### src/sv/nrn_pkg.sv
// nrn_pkg: shared types for the nasal / rww spelling normalizer.
// No dependencies; nrn_front, nrn_queue, nrn_back and the top refer to it by scoped names.
`default_nettype none

package nrn_pkg;

    localparam int RUN_BYTES = 4;   // most bytes one input request can produce
    localparam int CNT_W     = 3;   // holds 0..RUN_BYTES

    typedef logic [7:0]       t_sym;
    typedef logic [CNT_W-1:0] t_cnt;

    // One run: the bytes caused by one input request, bytes[0] goes out first.
    typedef struct packed {
        t_sym [RUN_BYTES-1:0] bytes;
        t_cnt                 count;
    } t_run;

    // Head of the run queue as the back end sees it.
    typedef struct packed {
        logic valid;
        t_run run;
    } t_head;

endpackage

`default_nettype wire

### src/sv/nrn_if.sv
// nrn_in_if / nrn_out_if: valid-ready channels of the spelling normalizer.
// Depends on nothing.
`default_nettype none

interface nrn_in_if;
    logic       valid;
    logic       ready;
    logic [7:0] symbol;
    logic       text_end;

    modport source (output valid, output symbol, output text_end, input ready);
    modport sink   (input valid, input symbol, input text_end, output ready);
endinterface

interface nrn_out_if;
    logic       valid;
    logic       ready;
    logic [7:0] out_symbol;
    logic       run_last;

    modport source (output valid, output out_symbol, output run_last, input ready);
    modport sink   (input valid, input out_symbol, input run_last, output ready);
endinterface

`default_nettype wire

### src/sv/nrn_front.sv
// nrn_front: accepts input bytes, tracks the pending prefix, builds one run per byte.
// Depends on nrn_pkg and nrn_in_if.
`default_nettype none

module nrn_front (
    input  wire logic         i_clk,
    input  wire logic         i_rst_n,
    nrn_in_if.sink            i_in,
    input  wire logic         i_q_ready,
    output nrn_pkg::t_run     o_run,
    output logic              o_push
);

    localparam logic [2:0] ST_IDLE = 3'd0;
    localparam logic [2:0] ST_M    = 3'd1;
    localparam logic [2:0] ST_R    = 3'd2;
    localparam logic [2:0] ST_RW   = 3'd3;
    localparam logic [2:0] ST_RWW  = 3'd4;

    localparam logic [7:0] CH_NUL  = 8'h00;
    localparam logic [7:0] CH_TAB  = 8'h09;
    localparam logic [7:0] CH_NL   = 8'h0A;
    localparam logic [7:0] CH_SP   = 8'h20;
    localparam logic [7:0] CH_ANUS = "M";
    localparam logic [7:0] CH_R    = "r";
    localparam logic [7:0] CH_W    = "w";
    localparam logic [7:0] CH_LM   = "m";

    function automatic nrn_pkg::t_run f_put(nrn_pkg::t_run run, nrn_pkg::t_sym b);
        nrn_pkg::t_run res;
        res = run;
        if (run.count < nrn_pkg::CNT_W'(nrn_pkg::RUN_BYTES)) begin
            res.bytes[run.count[1:0]] = b;
            res.count = run.count + nrn_pkg::CNT_W'(1);
        end
        return res;
    endfunction

    function automatic nrn_pkg::t_run f_flush(nrn_pkg::t_run run, logic [2:0] st);
        nrn_pkg::t_run res;
        res = run;
        case (st)
            ST_M: begin
                res = f_put(res, CH_LM);
            end
            ST_R: begin
                res = f_put(res, CH_R);
            end
            ST_RW: begin
                res = f_put(res, CH_R);
                res = f_put(res, CH_W);
            end
            ST_RWW: begin
                res = f_put(res, CH_R);
                res = f_put(res, CH_W);
                res = f_put(res, CH_W);
            end
            default: begin
            end
        endcase
        return res;
    endfunction

    // Class nasal for the byte after an anusvara.
    function automatic nrn_pkg::t_sym f_nasal(nrn_pkg::t_sym c);
        nrn_pkg::t_sym res;
        if (c inside {"k", "K", "g", "G", "f"})      res = "f";
        else if (c inside {"c", "C", "j", "J", "F"}) res = "F";
        else if (c inside {"t", "T", "d", "D", "N"}) res = "N";
        else if (c inside {"w", "W", "x", "X", "n"}) res = "n";
        else if (c inside {"p", "P", "b", "B", "m"}) res = "m";
        else                                          res = CH_ANUS;
        return res;
    endfunction

    function automatic logic f_vowel(nrn_pkg::t_sym c);
        return c inside {"a", "A", "i", "I", "u", "U", "q", "L", "e", "E", "o", "O"};
    endfunction

    logic [2:0]    r_state;
    logic [2:0]    n_state;
    logic [2:0]    w_cur;
    logic          w_accept;
    nrn_pkg::t_sym w_c;
    nrn_pkg::t_run w_run;

    assign w_c      = i_in.symbol;
    assign i_in.ready = i_q_ready;
    assign w_accept = i_in.valid && i_q_ready;

    always_comb begin
        w_cur   = (r_state > ST_RWW) ? ST_IDLE : r_state;   // unused codes act as idle
        w_run   = '0;
        n_state = ST_IDLE;
        if (w_c inside {CH_SP, CH_NL, CH_TAB}) begin
            w_run = f_flush(w_run, w_cur);
            w_run = f_put(w_run, w_c);
        end else if (w_c == CH_NUL) begin
            w_run = f_flush(w_run, w_cur);              // terminator itself is dropped
        end else begin
            case (w_cur)
                ST_M: begin
                    w_run = f_put(w_run, f_nasal(w_c));
                    w_run = f_put(w_run, w_c);
                end
                ST_R: begin
                    if (w_c == CH_W) begin
                        n_state = ST_RW;
                    end else begin
                        w_run = f_put(w_run, CH_R);
                        w_run = f_put(w_run, w_c);
                    end
                end
                ST_RW: begin
                    if (w_c == CH_W) begin
                        n_state = ST_RWW;
                    end else begin
                        w_run = f_put(w_run, CH_R);
                        w_run = f_put(w_run, CH_W);
                        w_run = f_put(w_run, w_c);
                    end
                end
                ST_RWW: begin
                    w_run = f_put(w_run, CH_R);
                    w_run = f_put(w_run, CH_W);
                    if (!f_vowel(w_c)) begin
                        w_run = f_put(w_run, CH_W);
                    end
                    w_run = f_put(w_run, w_c);
                end
                default: begin
                    if (w_c == CH_ANUS) begin
                        n_state = ST_M;
                    end else if (w_c == CH_R) begin
                        n_state = ST_R;
                    end else begin
                        w_run = f_put(w_run, w_c);
                    end
                end
            endcase
        end
        if (i_in.text_end) begin
            w_run   = f_flush(w_run, n_state);
            n_state = ST_IDLE;
        end
    end

    assign o_run  = w_run;
    assign o_push = w_accept && (w_run.count != '0);

    always_ff @(posedge i_clk) begin
        if (!i_rst_n) begin
            r_state <= ST_IDLE;
        end else if (w_accept) begin
            r_state <= n_state;
        end
    end

endmodule

`default_nettype wire

### src/sv/nrn_queue.sv
// nrn_queue: short run queue between the front and back ends.
// Depends on nrn_pkg.
`default_nettype none

module nrn_queue #(
    parameter int DEPTH = 2
) (
    input  wire logic          i_clk,
    input  wire logic          i_rst_n,
    input  wire logic          i_push,
    input  wire nrn_pkg::t_run i_run,
    output logic               o_ready,
    input  wire logic          i_pop,
    output nrn_pkg::t_head     o_head
);

    localparam int PTR_W = (DEPTH > 1) ? $clog2(DEPTH) : 1;
    localparam int CNT_W = $clog2(DEPTH + 1);
    localparam logic [PTR_W-1:0] PTR_LAST = PTR_W'(DEPTH - 1);
    localparam logic [CNT_W-1:0] CNT_FULL = CNT_W'(DEPTH);

    nrn_pkg::t_run    r_mem [DEPTH];
    logic [PTR_W-1:0] r_wr;
    logic [PTR_W-1:0] r_rd;
    logic [CNT_W-1:0] r_cnt;

    assign o_ready      = (r_cnt != CNT_FULL);
    assign o_head.valid = (r_cnt != '0);
    assign o_head.run   = r_mem[r_rd];

    always_ff @(posedge i_clk) begin
        if (i_push) begin
            r_mem[r_wr] <= i_run;
        end
    end

    always_ff @(posedge i_clk) begin
        if (!i_rst_n) begin
            r_wr  <= '0;
            r_rd  <= '0;
            r_cnt <= '0;
        end else begin
            if (i_push) begin
                r_wr <= (r_wr == PTR_LAST) ? '0 : r_wr + PTR_W'(1);
            end
            if (i_pop) begin
                r_rd <= (r_rd == PTR_LAST) ? '0 : r_rd + PTR_W'(1);
            end
            if (i_push && !i_pop) begin
                r_cnt <= r_cnt + CNT_W'(1);
            end else if (i_pop && !i_push) begin
                r_cnt <= r_cnt - CNT_W'(1);
            end
        end
    end

endmodule

`default_nettype wire

### src/sv/nrn_back.sv
// nrn_back: drains the head run one byte per cycle into the output register while it is not stalled.
// Depends on nrn_pkg and nrn_out_if.
`default_nettype none

module nrn_back (
    input  wire logic           i_clk,
    input  wire logic           i_rst_n,
    input  wire nrn_pkg::t_head i_head,
    output logic                o_pop,
    nrn_out_if.source           o_out
);

    logic [1:0]    r_pos;
    logic          r_valid;
    nrn_pkg::t_sym r_sym;
    logic          r_last;
    logic          w_load_ok;
    logic          w_emit;
    logic          w_last;

    assign w_load_ok = !r_valid || o_out.ready;
    assign w_emit    = i_head.valid && w_load_ok;
    assign w_last    = ((nrn_pkg::CNT_W'(r_pos) + nrn_pkg::CNT_W'(1)) == i_head.run.count);
    assign o_pop     = w_emit && w_last;

    assign o_out.valid      = r_valid;
    assign o_out.out_symbol = r_sym;
    assign o_out.run_last   = r_last;

    always_ff @(posedge i_clk) begin
        if (!i_rst_n) begin
            r_valid <= 1'b0;
            r_pos   <= '0;
        end else begin
            if (w_emit) begin
                r_valid <= 1'b1;
                r_pos   <= w_last ? '0 : r_pos + 2'd1;
            end else if (o_out.ready) begin
                r_valid <= 1'b0;
            end
        end
    end

    always_ff @(posedge i_clk) begin
        if (w_emit) begin
            r_sym  <= i_head.run.bytes[r_pos];
            r_last <= w_last;
        end
    end

endmodule

`default_nettype wire

### src/sv/nasal_and_rww_spelling_normaliser_core.sv
// Top level of the nasal / rww spelling normalizer.
// Depends on nrn_pkg, nrn_if, nrn_front, nrn_queue and nrn_back.
//
//  Channel  Dir  Handshake        Payload
//  i_in     in   valid / ready    symbol[7:0], text_end
//  o_out    out  valid / ready    out_symbol[7:0], run_last
//
// One input request is taken per cycle while the run queue has room.
// A request yields 0..4 bytes; the back end drains one byte per cycle while o_out
// is not stalled. From accept to o_out a run passes the run queue, then the
// output register.
// Synchronous active-low reset clears the prefix state, queue and output
// register; there is no clearing pass.
// Input stalls only when the queue is full; output stalls back up into it.
`default_nettype none

module nasal_and_rww_spelling_normaliser_core #(
    parameter int P_QUEUE_DEPTH = 2     // runs buffered between front and back
) (
    input  wire logic  i_clk,
    input  wire logic  i_rst_n,
    nrn_in_if.sink     i_in,
    nrn_out_if.source  o_out
);

    nrn_pkg::t_run  w_run;
    nrn_pkg::t_head w_head;
    logic           w_push;
    logic           w_q_ready;
    logic           w_pop;

    // Front: prefix tracking and rewrite rules, one run per accepted byte.
    nrn_front u_front (
        .i_clk     (i_clk),
        .i_rst_n   (i_rst_n),
        .i_in      (i_in),
        .i_q_ready (w_q_ready),
        .o_run     (w_run),
        .o_push    (w_push)
    );

    // Empty runs are never pushed, so the back end only sees real bytes.
    nrn_queue #(
        .DEPTH (P_QUEUE_DEPTH)
    ) u_queue (
        .i_clk   (i_clk),
        .i_rst_n (i_rst_n),
        .i_push  (w_push),
        .i_run   (w_run),
        .o_ready (w_q_ready),
        .i_pop   (w_pop),
        .o_head  (w_head)
    );

    // Back: serializes the head run; run_last marks its final byte.
    nrn_back u_back (
        .i_clk   (i_clk),
        .i_rst_n (i_rst_n),
        .i_head  (w_head),
        .o_pop   (w_pop),
        .o_out   (o_out)
    );

endmodule

`default_nettype wire

### src/flat_wrapper.sv
// flat-port wrapper written by rule: the top's interface ports become plain ports
module nasal_and_rww_spelling_normaliser_core_flat 
#(
    parameter int P_QUEUE_DEPTH = 2                                            
)
  (i_clk, i_rst_n, i_in_valid, i_in_symbol, i_in_text_end, i_in_ready, o_out_valid, o_out_out_symbol, o_out_run_last, o_out_ready);
  nrn_in_if i_in_i ();
  nrn_out_if o_out_i ();
  input  wire logic i_clk;
  input  wire logic i_rst_n;
  input wire logic [$bits(i_in_i.valid)-1:0] i_in_valid;
  input wire logic [$bits(i_in_i.symbol)-1:0] i_in_symbol;
  input wire logic [$bits(i_in_i.text_end)-1:0] i_in_text_end;
  output wire logic [$bits(i_in_i.ready)-1:0] i_in_ready;
  output wire logic [$bits(o_out_i.valid)-1:0] o_out_valid;
  output wire logic [$bits(o_out_i.out_symbol)-1:0] o_out_out_symbol;
  output wire logic [$bits(o_out_i.run_last)-1:0] o_out_run_last;
  input wire logic [$bits(o_out_i.ready)-1:0] o_out_ready;
  assign i_in_i.valid = i_in_valid;
  assign i_in_i.symbol = i_in_symbol;
  assign i_in_i.text_end = i_in_text_end;
  assign i_in_ready = i_in_i.ready;
  assign o_out_valid = o_out_i.valid;
  assign o_out_out_symbol = o_out_i.out_symbol;
  assign o_out_run_last = o_out_i.run_last;
  assign o_out_i.ready = o_out_ready;
  nasal_and_rww_spelling_normaliser_core #(.P_QUEUE_DEPTH(P_QUEUE_DEPTH)) u_core (.i_clk(i_clk), .i_rst_n(i_rst_n), .i_in(i_in_i), .o_out(o_out_i));
endmodule
### config.mk
export PLATFORM = sky130hd
export DESIGN_NAME = nasal_and_rww_spelling_normaliser_core_flat
export DESIGN_NICKNAME = d
export VERILOG_FILES = /design/src/sv/nrn_pkg.sv /design/src/sv/nrn_if.sv /design/src/sv/nrn_front.sv /design/src/sv/nrn_queue.sv /design/src/sv/nrn_back.sv /design/src/sv/nasal_and_rww_spelling_normaliser_core.sv /design/src/flat_wrapper.sv
export SDC_FILE = /design/constraint.sdc
export NUM_CORES = 1
export LEC_CHECK = 0
export ABC_AREA = 1
export BUFFER_PORTS_ARGS = -buffer_cell sky130_fd_sc_hd__buf_4
export CAP_MARGIN = 20
export CELL_PAD_IN_SITES_DETAIL_PLACEMENT = 1
export CELL_PAD_IN_SITES_GLOBAL_PLACEMENT = 1
export CORE_MARGIN = 2
export CORE_UTILIZATION = 40
export CTS_BUF_LIST = sky130_fd_sc_hd__clkbuf_8
export DETAILED_ROUTE_END_ITERATION = 10
export PLACE_DENSITY = 0.72
export SYNTH_ARGS = -nofsm -noshare
export SYNTH_HDL_FRONTEND = slang
export SYNTH_SLANG_ARGS = --single-unit
export TNS_END_PERCENT = 50
### constraint.sdc
create_clock -name i_clk -period 15.78 [get_ports i_clk]
set_input_delay 0.789 -clock i_clk [delete_from_list [all_inputs] [get_ports i_clk]]
set_output_delay 0.789 -clock i_clk [all_outputs]
set_load 0.02 [all_outputs]
Yosys cells after proc, flatten, opt, wreduce, memory -nomap -nowiden
Memories as Yosys holds them, arrays and structs flattened. A register that Yosys moved wholly into a read port is not among the register bits.
Index checks and enable logic that the tools add are counted.
{ "word_totals": {"ramBits": 70, "out_inout_bits": 11, "inputBits": 13, "reg_bits": 19, "wordCells": 365, "n_memories": 1} }
{ "memory_table": {"columns": ["name", "depth", "word_bits", "rd", "rd_clocked_by_memory_dff", "write_ports", "line_no", "source"], "rows": [
  ["u_core.u_queue.r_mem", 2, 35, 1, 1, 1, "nrn_queue.sv:22", "nrn_pkg::t_run r_mem [DEPTH];"]
]} }
{ "classes": {"order_cmp": 56, "bitwise": 42, "add_sub_neg": 24, "n_mux": 141, "eq_ne": 52, "reduce_logical": 41} }
{ "ops": {"columns": ["cell", "count"], "rows": [
  ["35-bit two-way mux", 47],
  ["35-bit case mux with 4 select lines", 4],
  ["8-bit by 7-bit equality test with 1-bit output, second input constant", 39],
  ["8-bit demux with 2-bit select", 18],
  ["11-bit two-way mux", 22],
  ["32-bit bitwise mux", 5],
  ["8-bit two-way mux", 19],
  ["24-bit OR", 6],
  ["6-bit by 24-bit OR with 24-bit output", 6],
  ["8-bit NOT", 12],
  ["2-bit by 3-bit < comparator with 1-bit output, second input constant", 19],
  ["3-bit by 1-bit adder with 3-bit output, second input constant", 18],
  ["3-bit < comparator, second input constant", 18],
  ["2-bit by 8-bit AND with 8-bit output", 6],
  ["8-bit AND", 6],
  ["2-bit by 1-bit greater-or-equal comparator with 1-bit output, second input constant", 18],
  ["6-bit two-way mux", 5],
  ["5-bit nonzero test", 5],
  ["1-bit logical AND", 24],
  ["20-bit OR", 1],
  ["16-bit AND", 1],
  ["8-bit binary-select mux with 2-bit select", 1],
  ["8-bit by 4-bit equality test with 1-bit output, second input constant", 2],
  ["16-bit NOT", 1],
  ["other kinds (25)", 53]
]} }

Longest topological paths before layout
Gate-level depths: netlist of run 1.
{ "logic_depth": {"ltp_word": 69, "ltp_mapped": 32, "ltp_nobuf": 32} }

Cells and area by module
From an unflattened synthesis of run 1, not the netlist that was laid out.
{ "hier_totals": {"cells_unflattened": 639, "hier_area_um2": 5824.3} }
{ "by_module_without_submodules": {"columns": ["mod", "seq_area_each_um2", "area_each_um2", "cells_per_inst", "instances"], "rows": [
  ["nrn_queue", 2202.1, 2907.8, 144, 1],
  ["nrn_front", 60.1, 2192.1, 409, 1],
  ["nrn_back", 330.3, 724.4, 86, 1]
]} }

Worst setup path after synthesis of run 1
Ideal clock, no wire load.
{ "synth_timing": {"kind": "input -> register", "startpoint": "in i_in_symbol[4]", "endpoint": "mem u_core.u_queue.r_mem[0][0] (netlist name), enable pin", "required_ns": 15.353, "path_stages": 27, "setup_ns": 0.427, "n_path_buf": 1, "arrival_time_ns": 5.292, "setup_slack_ns": 10.060, "cell_sequence": "buf_2 > nor2_2 > nand2_1 > nor2_1 > nand2_1 > nand2_2 > inv_1 > o21ai_1 > nor2_2 > nand2_1 > nand2_1 > ha_1 > or2_1 > nand2_2 > ha_1 > or2_1 > nand2_1 > inv_1 > ha_1 > nand2_1 > o21ai_0 > a21oi_2 > nand2_1 > nand2_2 > nand3_2 > nand2_1 > nor2_1"} }
{ "synth_via": {"elab_chain_cells": 27, "word_cells_on_any_way": 71, "classes_between": "add/sub (5); order compare (5); eq/ne (22); mux (34); reduce/logical (5)"} }
{ "synth_rtl": {"columns": ["element", "line_no", "source"], "rows": [
  ["from (decl)", "flat_wrapper.sv:12", "input wire logic [$bits(i_in_i.symbol)-1:0] i_in_symbol;"],
  ["8-bit by 7-bit equality test with 1-bit output", "nrn_front.sv:77", "return c inside {\"a\", \"A\", \"i\", \"I\", \"u\", \"U\", \"q\", \"L\", \"e\", \"E\", \"o\", \"O\"};"],
  ["12-bit nonzero test", "nrn_front.sv:77", null],
  ["35-bit two-way mux", "nrn_front.sv:126", "if (!f_vowel(w_c)) begin"],
  ["35-bit two-way mux", "nrn_front.sv:101", "case (w_cur)"],
  ["35-bit two-way mux", "nrn_front.sv:98", "end else if (w_c == CH_NUL) begin"],
  ["35-bit two-way mux", "nrn_front.sv:95", "if (w_c inside {CH_SP, CH_NL, CH_TAB}) begin"],
  ["3-bit by 1-bit adder with 3-bit output / 3-bit < comparator (equally long branches)", "nrn_front.sv:34, nrn_front.sv:32", null],
  ["35-bit two-way mux", "nrn_front.sv:32", "if (run.count < nrn_pkg::CNT_W'(nrn_pkg::RUN_BYTES)) begin"],
  ["[11 not listed]", null, null],
  ["3-bit by 1-bit adder with 3-bit output / 3-bit < comparator (equally long branches)", "nrn_front.sv:34, nrn_front.sv:32", null],
  ["35-bit two-way mux", "nrn_front.sv:32", null],
  ["35-bit case mux with 4 select lines", "nrn_front.sv:42", "case (st)"],
  ["35-bit two-way mux (*)", "nrn_front.sv:142", "if (i_in.text_end) begin"],
  ["3-bit nonzero test (*)", "nrn_front.sv:149", "assign o_push = w_accept && (w_run.count != '0);"],
  ["1-bit logical AND (*)", "nrn_front.sv:149", null],
  ["1-bit two-way mux (*)", "nrn_queue.sv:32", "if (i_push) begin"],
  ["1-bit two-way mux (implied by the code) (*)", "nrn_queue.sv:33", "r_mem[r_wr] <= i_run;"],
  ["to (decl)", "nrn_queue.sv:22", null]
]} }
Mark *: on every way between the ends. The rest lies on a longest branch, timed or not. The select of a mux whose other input is x is not followed.

Worst setup path in the final report of run 1
{ "layout_timing": {"startpoint": "in i_in_symbol[6]", "endpoint": "reg u_core.u_queue.r_cnt[1]"} }
{ "layout_via": {"elab_chain_cells": 28, "word_cells_on_any_way": 74, "classes_between": "add/sub (5); order compare (5); eq/ne (22); mux (33); reduce/logical (9)"} }
{ "layout_rtl": {"columns": ["element", "line_no", "source"], "rows": [
  ["8-bit by 7-bit equality test with 1-bit output", "nrn_front.sv:77", null],
  ["12-bit nonzero test", "nrn_front.sv:77", null],
  ["35-bit two-way mux", "nrn_front.sv:126", null],
  ["35-bit two-way mux", "nrn_front.sv:101", null],
  ["35-bit two-way mux", "nrn_front.sv:98", null],
  ["35-bit two-way mux", "nrn_front.sv:95", null],
  ["3-bit by 1-bit adder with 3-bit output / 3-bit < comparator (equally long branches)", "nrn_front.sv:34, nrn_front.sv:32", null],
  ["35-bit two-way mux", "nrn_front.sv:32", null],
  ["[13 not listed]", null, null],
  ["35-bit case mux with 4 select lines", "nrn_front.sv:42", null],
  ["35-bit two-way mux (*)", "nrn_front.sv:142", null],
  ["3-bit nonzero test (*)", "nrn_front.sv:149", null],
  ["1-bit logical AND (*)", "nrn_front.sv:149", null],
  ["net u_core.u_front.o_push", "nrn_front.sv:11", "output logic o_push"],
  ["1-bit logical NOT", "nrn_queue.sv:51", "end else if (i_pop && !i_push) begin"],
  ["1-bit logical AND", "nrn_queue.sv:51", null],
  ["2-bit nonzero test (no line)", null, null],
  ["to (signal assigned)", "nrn_queue.sv:50", "r_cnt <= r_cnt + CNT_W'(1);"],
  ["to (signal assigned)", "nrn_queue.sv:52", "r_cnt <= r_cnt - CNT_W'(1);"],
  ["to (decl)", "nrn_queue.sv:25", "logic [CNT_W-1:0] r_cnt;"]
]} }
Mark *: on every way through the listed nets, which the timed path passes. The rest lies on a longest branch. The select of a mux whose other input is x is not followed.
A chain may end at the register's enable or synchronous reset.

==> results of run 1 <==
## metal layers
metal / track usage, % / part of all wire (%) / up-vias
met1: 30.5 / 45 / 2302
li1: - / - / 2273
met3: 2.44 / 3.5 / 32
met4: 10.6 / 3.4 / 0
met5: 0 / 0 / -
met2: 38.0 / 48 / 111
## how the worst min path moves through the flow
stage	from	end	depth (start not counted)
2_1_floorplan	u_core.u_queue.r_rd	flop	2
3_3_place_gp	u_core.u_queue.r_rd	u_core.u_queue.r_rd	2
3_5_place_dp	u_core.u_queue.r_rd	u_core.u_queue.r_rd	2
4_1_cts	u_core.u_queue.r_rd	u_core.u_queue.r_rd	2
5_1_grt	u_core.u_front.r_state[0]	u_core.u_front.r_state[0]	2
6_report	u_core.u_queue.r_rd	u_core.u_queue.r_rd	2
## where the power goes
part           switching, µW  internal [µW]
Combinational            161           84.1
Sequential              21.1            318
Clock                   76.3            103
## cells by family after synthesis
family,after synthesis,share of synthesized area [%]
DFF,90,47.5
and+or+nand+nor,294,24.3
AOI/OAI and AO/OA,151,16.1
adders and majority gates,18,4.12
buffers and inverters,103,7.35
xor gates and xnor gates,4,0.642
## layout by cell type, fill, tap and decap left out, types with 3 or more instances in the layout
master	count
nand3_1	31
a211oi_1	3
nor3_1	4
edfxtp_1	79
nand2_1	104
inv_2	12
o21ai_0	76
a31oi_1	9
clkbuf_8	9
dfxtp_1	11
o22ai_1	12
nand4_1	3
nor2_1	110
bufinv_16	3
nor2_2	10
or2_1	4
buf_4	27
o21ai_1	3
nand2_2	13
inv_1	77
nand3_2	5
ha_1	18
o211ai_1	3
a21oi_1	27
## through the flow
stage               power, µW  area (µm²)  setup WS [ns]  hold slack (ns)  util, %
floorplan                 501        5460          10.06            0.447        -
global route              813        6070           9.89            0.529     45.7
detailed placement        588        5820          10.05            0.484     43.7
finish                    764        6070          10.44            0.496     45.7
global placement          576        5820          10.34            0.457     43.7
CTS                       765        6040          10.41            0.499     45.5
## sequential cells by signal, indices dropped and copies added, names as in the netlist, named ones only
signal                          count
u_core.u_queue.r_mem               70
u_core.u_back.o_out.out_symbol      8
u_core.u_front.r_state              3
u_core.u_back.r_pos                 2
u_core.u_queue.r_cnt                2
u_core.u_back.o_out.run_last        1
u_core.u_back.o_out.valid           1
u_core.u_queue.r_rd                 1
u_core.u_queue.r_wr                 1
## worst max-delay path, delay by kind of cell
kind / cells / cell delay, ns
buf+inv: 5 / 0.52
fa+ha+maj: 4 / 1.01
simple gates: 16 / 2.12
compound gates: 7 / 1.12
## cell type report
class / count / area [µm²]
fillers: 1617 / 7220
inverters: 87 / 330
clock buffers: 9 / 124
flip-flops and latches: 90 / 2590
well taps: 176 / 220
repair buffers: 28 / 230
multi-input cells: 467 / 2470
clock inverters: 7 / 105
==> flow_summary.json, run 1 <==
{
  "outcome": "finished, final reports clean",
  "worstSetupEndpointType": "flop",
  "fmax_ghz": 0.187,
  "synth_ff_type": "edfxtp_1",
  "critical-path-max-stage-delay_ns": 0.34,
  "grt_pass1_vias": 5014,
  "cts_buffers": 9,
  "antenna_found_initial": 0,
  "fin_nets": 714,
  "drc": 0,
  "fin_worst_skew_ns": 0.0116,
  "syn_nets": 691,
  "synth_seq_cells": 90,
  "rrSetupSlack_ns": 10.57,
  "endpoint": "u_core.u_queue.r_cnt[1]",
  "drv_cap": 0,
  "synth_edf_count": 79,
  "fin_crit_sh_pct": 33.9,
  "yosys.area.top_type": "edfxtp_1",
  "rr_endpoint": "u_core.u_queue.r_cnt[1]",
  "gp_congestion": 0.989,
  "cts_setup_buffers": 0,
  "finalWirelength_mm": 16.2,
  "final_max_slew_viol_count": 0,
  "rsz0062_at_grt": "false",
  "via_per_inst": 5.46,
  "clockBufferDepth": 2,
  "p_per_area_mw_per_mm2": 126,
  "finalSetupTns_ns": 0,
  "tightest_slew_ns": 0.874,
  "die_h_um": 121,
  "async_reset_ff_share_pct": 0,
  "crit_slowest_cell": "nand2_2",
  "synth.avg_cell_area_um2": 8.27,
  "ctsHoldBuffers": 0,
  "fin_crit_ns": 5.34,
  "worst-setup-path-type": "input port to flop",
  "ys_seq_area_share_pct": 47.5,
  "start_util_pct": 41.1,
  "area_growth_pct": 11.2,
  "drive_gt1_share_pct": 13.8,
  "die_area_mm2": 0.0146,
  "clock_latency_ns": 0.35,
  "fp-row-count": 42,
  "finalHoldViolCount": 0,
  "slew_headroom_pct": 41.7,
  "drtAntennaViolNets": 0,
  "cts-root-buf": "clkbuf_8",
  "h-tree-depth": 3,
  "first_pass_iters": 5,
  "die_w_um": 121,
  "coreArea_mm2": 0.0133,
  "avgRoutedWirePerCell_um": 18.8,
  "arrival_ns": 5.59,
  "grt_pass1_wl_mm": 26.1,
  "worst_hold_path_type": "flop to flop",
  "start_kind": "input port",
  "cts_tree": "done",
  "yosys.cell_types.count": 52,
  "r2r_cells": 27,
  "track_usage_pct": 23.1,
  "synth.most_common_cell": "nor2_1",
  "synth_top_area_share_pct": 43.4,
  "clkTransAtPathRegs_ns": 0.08,
  "post_cts_resized": 0,
  "synth_common_cells": "nor2_1, nand2_1, edfxtp_1",
  "cts.sinks": 90,
  "via_count": 4718,
  "post-dp-hpwl_mm": 12.5,
  "drt-initial-drc-count": 373,
  "syn_area_mm2": 0.00546,
  "r2r_start": "u_core.u_front.r_state[1]",
  "critPathMaxFanout": 22,
  "vdd_drop_max_v": 0.0000429,
  "crit_top_cell": "nand2_1",
  "n_antenna_cell": 0,
  "dp.cells": 847,
  "crit_required_ns": 16.02,
  "grt_max_degree": 37,
  "synth_warnings": 0,
  "ioPinCount": 24,
  "final_cells": 864,
  "synth_cells": 660,
  "synth_area_leaders": "edfxtp_1, nor2_1, nand2_1",
  "finalSetupViolations": 0,
  "p_leak_uw": 0.00256,
  "crit_path_start": "i_in_symbol[6]",
  "grt_overflow_total": 0,
  "io_buffer_count": 23
}
No activity file was read; power rests on OpenSTA's default activity.
==> run 2, diff against run 1 <==
Clock period 15.78 ns to 5.1 ns, I/O delays scaled along.
==> run 2 against run 1 <==
- clock power rose to 2.9 times the previous value
- setup slack worse by 10 ns
- clock-buffer cell count stayed put
- total power grew to 3.1 times the previous value
- first-iteration DRC count shrank 7.5%
==> flow_summary.json, run 2 (same netlist as run 1, synthesis figures left out) <==
{
  "finalHoldViolCount": 0,
  "r2r_start": "u_core.u_front.r_state[0]",
  "vdd_drop_max_v": 0.000189,
  "grt_max_degree": 37,
  "antenna_found_initial": 0,
  "rr_endpoint": "u_core.u_queue.r_cnt[1]",
  "fin_crit_ns": 4.69,
  "die_w_um": 121,
  "place_area_mm2": 0.00587,
  "design_area_mm2": 0.00617,
  "critical-path-max-stage-delay_ns": 0.35,
  "outcome": "finished, final reports clean",
  "power.switching_uw": 818,
  "area_growth_pct": 12.9,
  "finalSetupViolations": 0,
  "worstSetupEndpointType": "flop",
  "final_common_cell": "nor2_1",
  "io_buffer_count": 23,
  "final_max_slew_viol_count": 0,
  "start_kind": "flop",
  "regMostFlops": "u_core.u_queue.r_mem",
  "critPathMaxFanout": 5,
  "drc": 0,
  "fp-row-count": 42,
  "fmax_ghz": 0.213,
  "swShare_pct": 34.8,
  "hold_slack_ns": 0.145,
  "cts-root-buf": "clkbuf_8",
  "layout_common_cells": "nor2_1, nand2_1, edfxtp_1",
  "grt_pass1_wl_mm": 26.0,
  "finalSetupTns_ns": 0,
  "arrival_ns": 4.94,
  "rrSetupSlack_ns": 0.41,
  "cts.sinks": 90,
  "crit_slowest_cell": "dfxtp_1",
  "die_area_mm2": 0.0146,
  "n_antenna_cell": 0,
  "worst_hold_path_type": "input port to flop",
  "hold_depth": 3,
  "drtAntennaViolNets": 0,
  "avgRoutedWirePerCell_um": 18.6,
  "clock_latency_ns": 0.36,
  "via_count": 4666,
  "fin_nets": 719,
  "cts_tree": "done",
  "first_pass_iters": 5,
  "fin_crit_sh_pct": 91.9,
  "drv_cap": 0,
  "crit_required_ns": 5.36,
  "p_leak_uw": 0.00260,
  "p_int_uw": 1530,
  "drt-initial-drc-count": 345,
  "p_comb_share_pct": 34.3,
  "hold_path_end": "u_core.u_queue.r_wr",
  "post-dp-hpwl_mm": 12.2,
  "r2r_cells": 29,
  "grt_overflow_total": 0,
  "coreArea_mm2": 0.0133,
  "min-delay-start": "i_rst_n",
  "via_per_inst": 5.37,
  "worst-setup-path-type": "flop to flop",
  "tightest_slew_ns": 0.815,
  "track_usage_pct": 23.2,
  "fill_cells": 1618,
  "finalWirelength_mm": 16.2,
  "start_util_pct": 41.1,
  "worst_slack_ns": 0.415,
  "drive_gt1_share_pct": 16.0,
  "clockBufferDepth": 2,
  "largest_reg_flops": 70,
  "fin_worst_skew_ns": 0.0114,
  "grt_pass1_vias": 4880,
  "seqPwrFrac_pct": 43.6,
  "p_per_area_mw_per_mm2": 381,
  "ioPinCount": 24,
  "gp_congestion": 0.938,
  "rsz0062_at_grt": "false",
  "pwr-share-clk_pct": 22.1,
  "cts_buffers": 9,
  "clkTransAtPathRegs_ns": 0.09,
  "power_uw": 2350,
  "h-tree-depth": 3,
  "die_h_um": 121,
  "preCtsSetupSlack_ns": 0.106,
  "slew_headroom_pct": 45.1
}
[run 2: cell types whose count changed in the layout (fill, tap and decap cells not counted), moves of 2 or more]
| cell | delta |
|---|---|
| nand2_1 | -5 |
| buf_12 | +2 |
| o21ai_0 | -2 |
| dfxtp_1 | -2 |
| nand2_4 | +2 |
| dfxtp_2 | +2 |
| nand2_2 | +3 |
| buf_4 | +3 |
[run 2: worst max-delay path, delay by kind of cell, from the launching register on]
kind / cells / cell delay, ns
AO/OA/AOI/OAI: 6 / 0.69
adder cells (fa/ha/maj): 5 / 1.33
buffers and inverters: 4 / 0.30
flip-flops: 1 / 0.35
AND/OR/NAND/NOR: 14 / 1.91
[run 2: power groups by stage]
stage / Combinational [µW] / Clock, µW / Sequential (µW)
after floorplan: 460 / 0 / 1090
after global placement: 760 / 0 / 1030
after detailed placement: 792 / 0 / 1040
after CTS: 795 / 532 / 1030
after global routing: 905 / 555 / 1040
final: 806 / 518 / 1020
[run 2: per-stage QoR]
stage	util (%)	instances
detailed placement	44.2	851
global placement	44.2	851
finish	46.4	869
CTS	45.7	867
floorplan	-	660
global route	46.4	869
[run 2: worst max path at each step]
| stage | start | to | cells past startpoint |
|---|---|---|---|
| 2_1_floorplan | u_core.u_front.r_state[0] | u_core.u_queue.r_mem[0][0] | 24 |
| 3_3_place_gp | u_core.u_front.r_state[0] | u_core.u_queue.r_cnt[1] | 29 |
| 3_5_place_dp | u_core.u_front.r_state[0] | u_core.u_queue.r_cnt[1] | 29 |
| 4_1_cts | u_core.u_front.r_state[0] | u_core.u_queue.r_cnt[1] | 29 |
| 5_1_grt | u_core.u_front.r_state[0] | u_core.u_queue.r_cnt[1] | 29 |
| 6_report | u_core.u_front.r_state[0] | u_core.u_queue.r_cnt[1] | 29 |
[run 2: area by class of cell]
class	instances	area, µm²	area share [%]
Inverter	87	330	5.36
Timing Repair Buffer	33	293	4.75
Tap cell	176	220	3.57
Multi-Input combinational cell	467	2520	40.8
Clock buffer	9	124	2.01
Clock inverter	7	87.6	1.42
Sequential cell	90	2590	42.1
[run 2: repair_timing]
action	in CTS	in global routing
hold buffers	0	0
gates resized for setup	0	16
endpoints found under the setup margin	0	72
setup buffers	0	1
[run 2: per-layer routing]
layer	track usage [%]	vias up	routed length (µm)
li1	-	2284	-
met2	39.3	104	8070
met4	9.30	0	394
met1	30.2	2255	7110
met3	2.54	23	614
met5	0	-	0
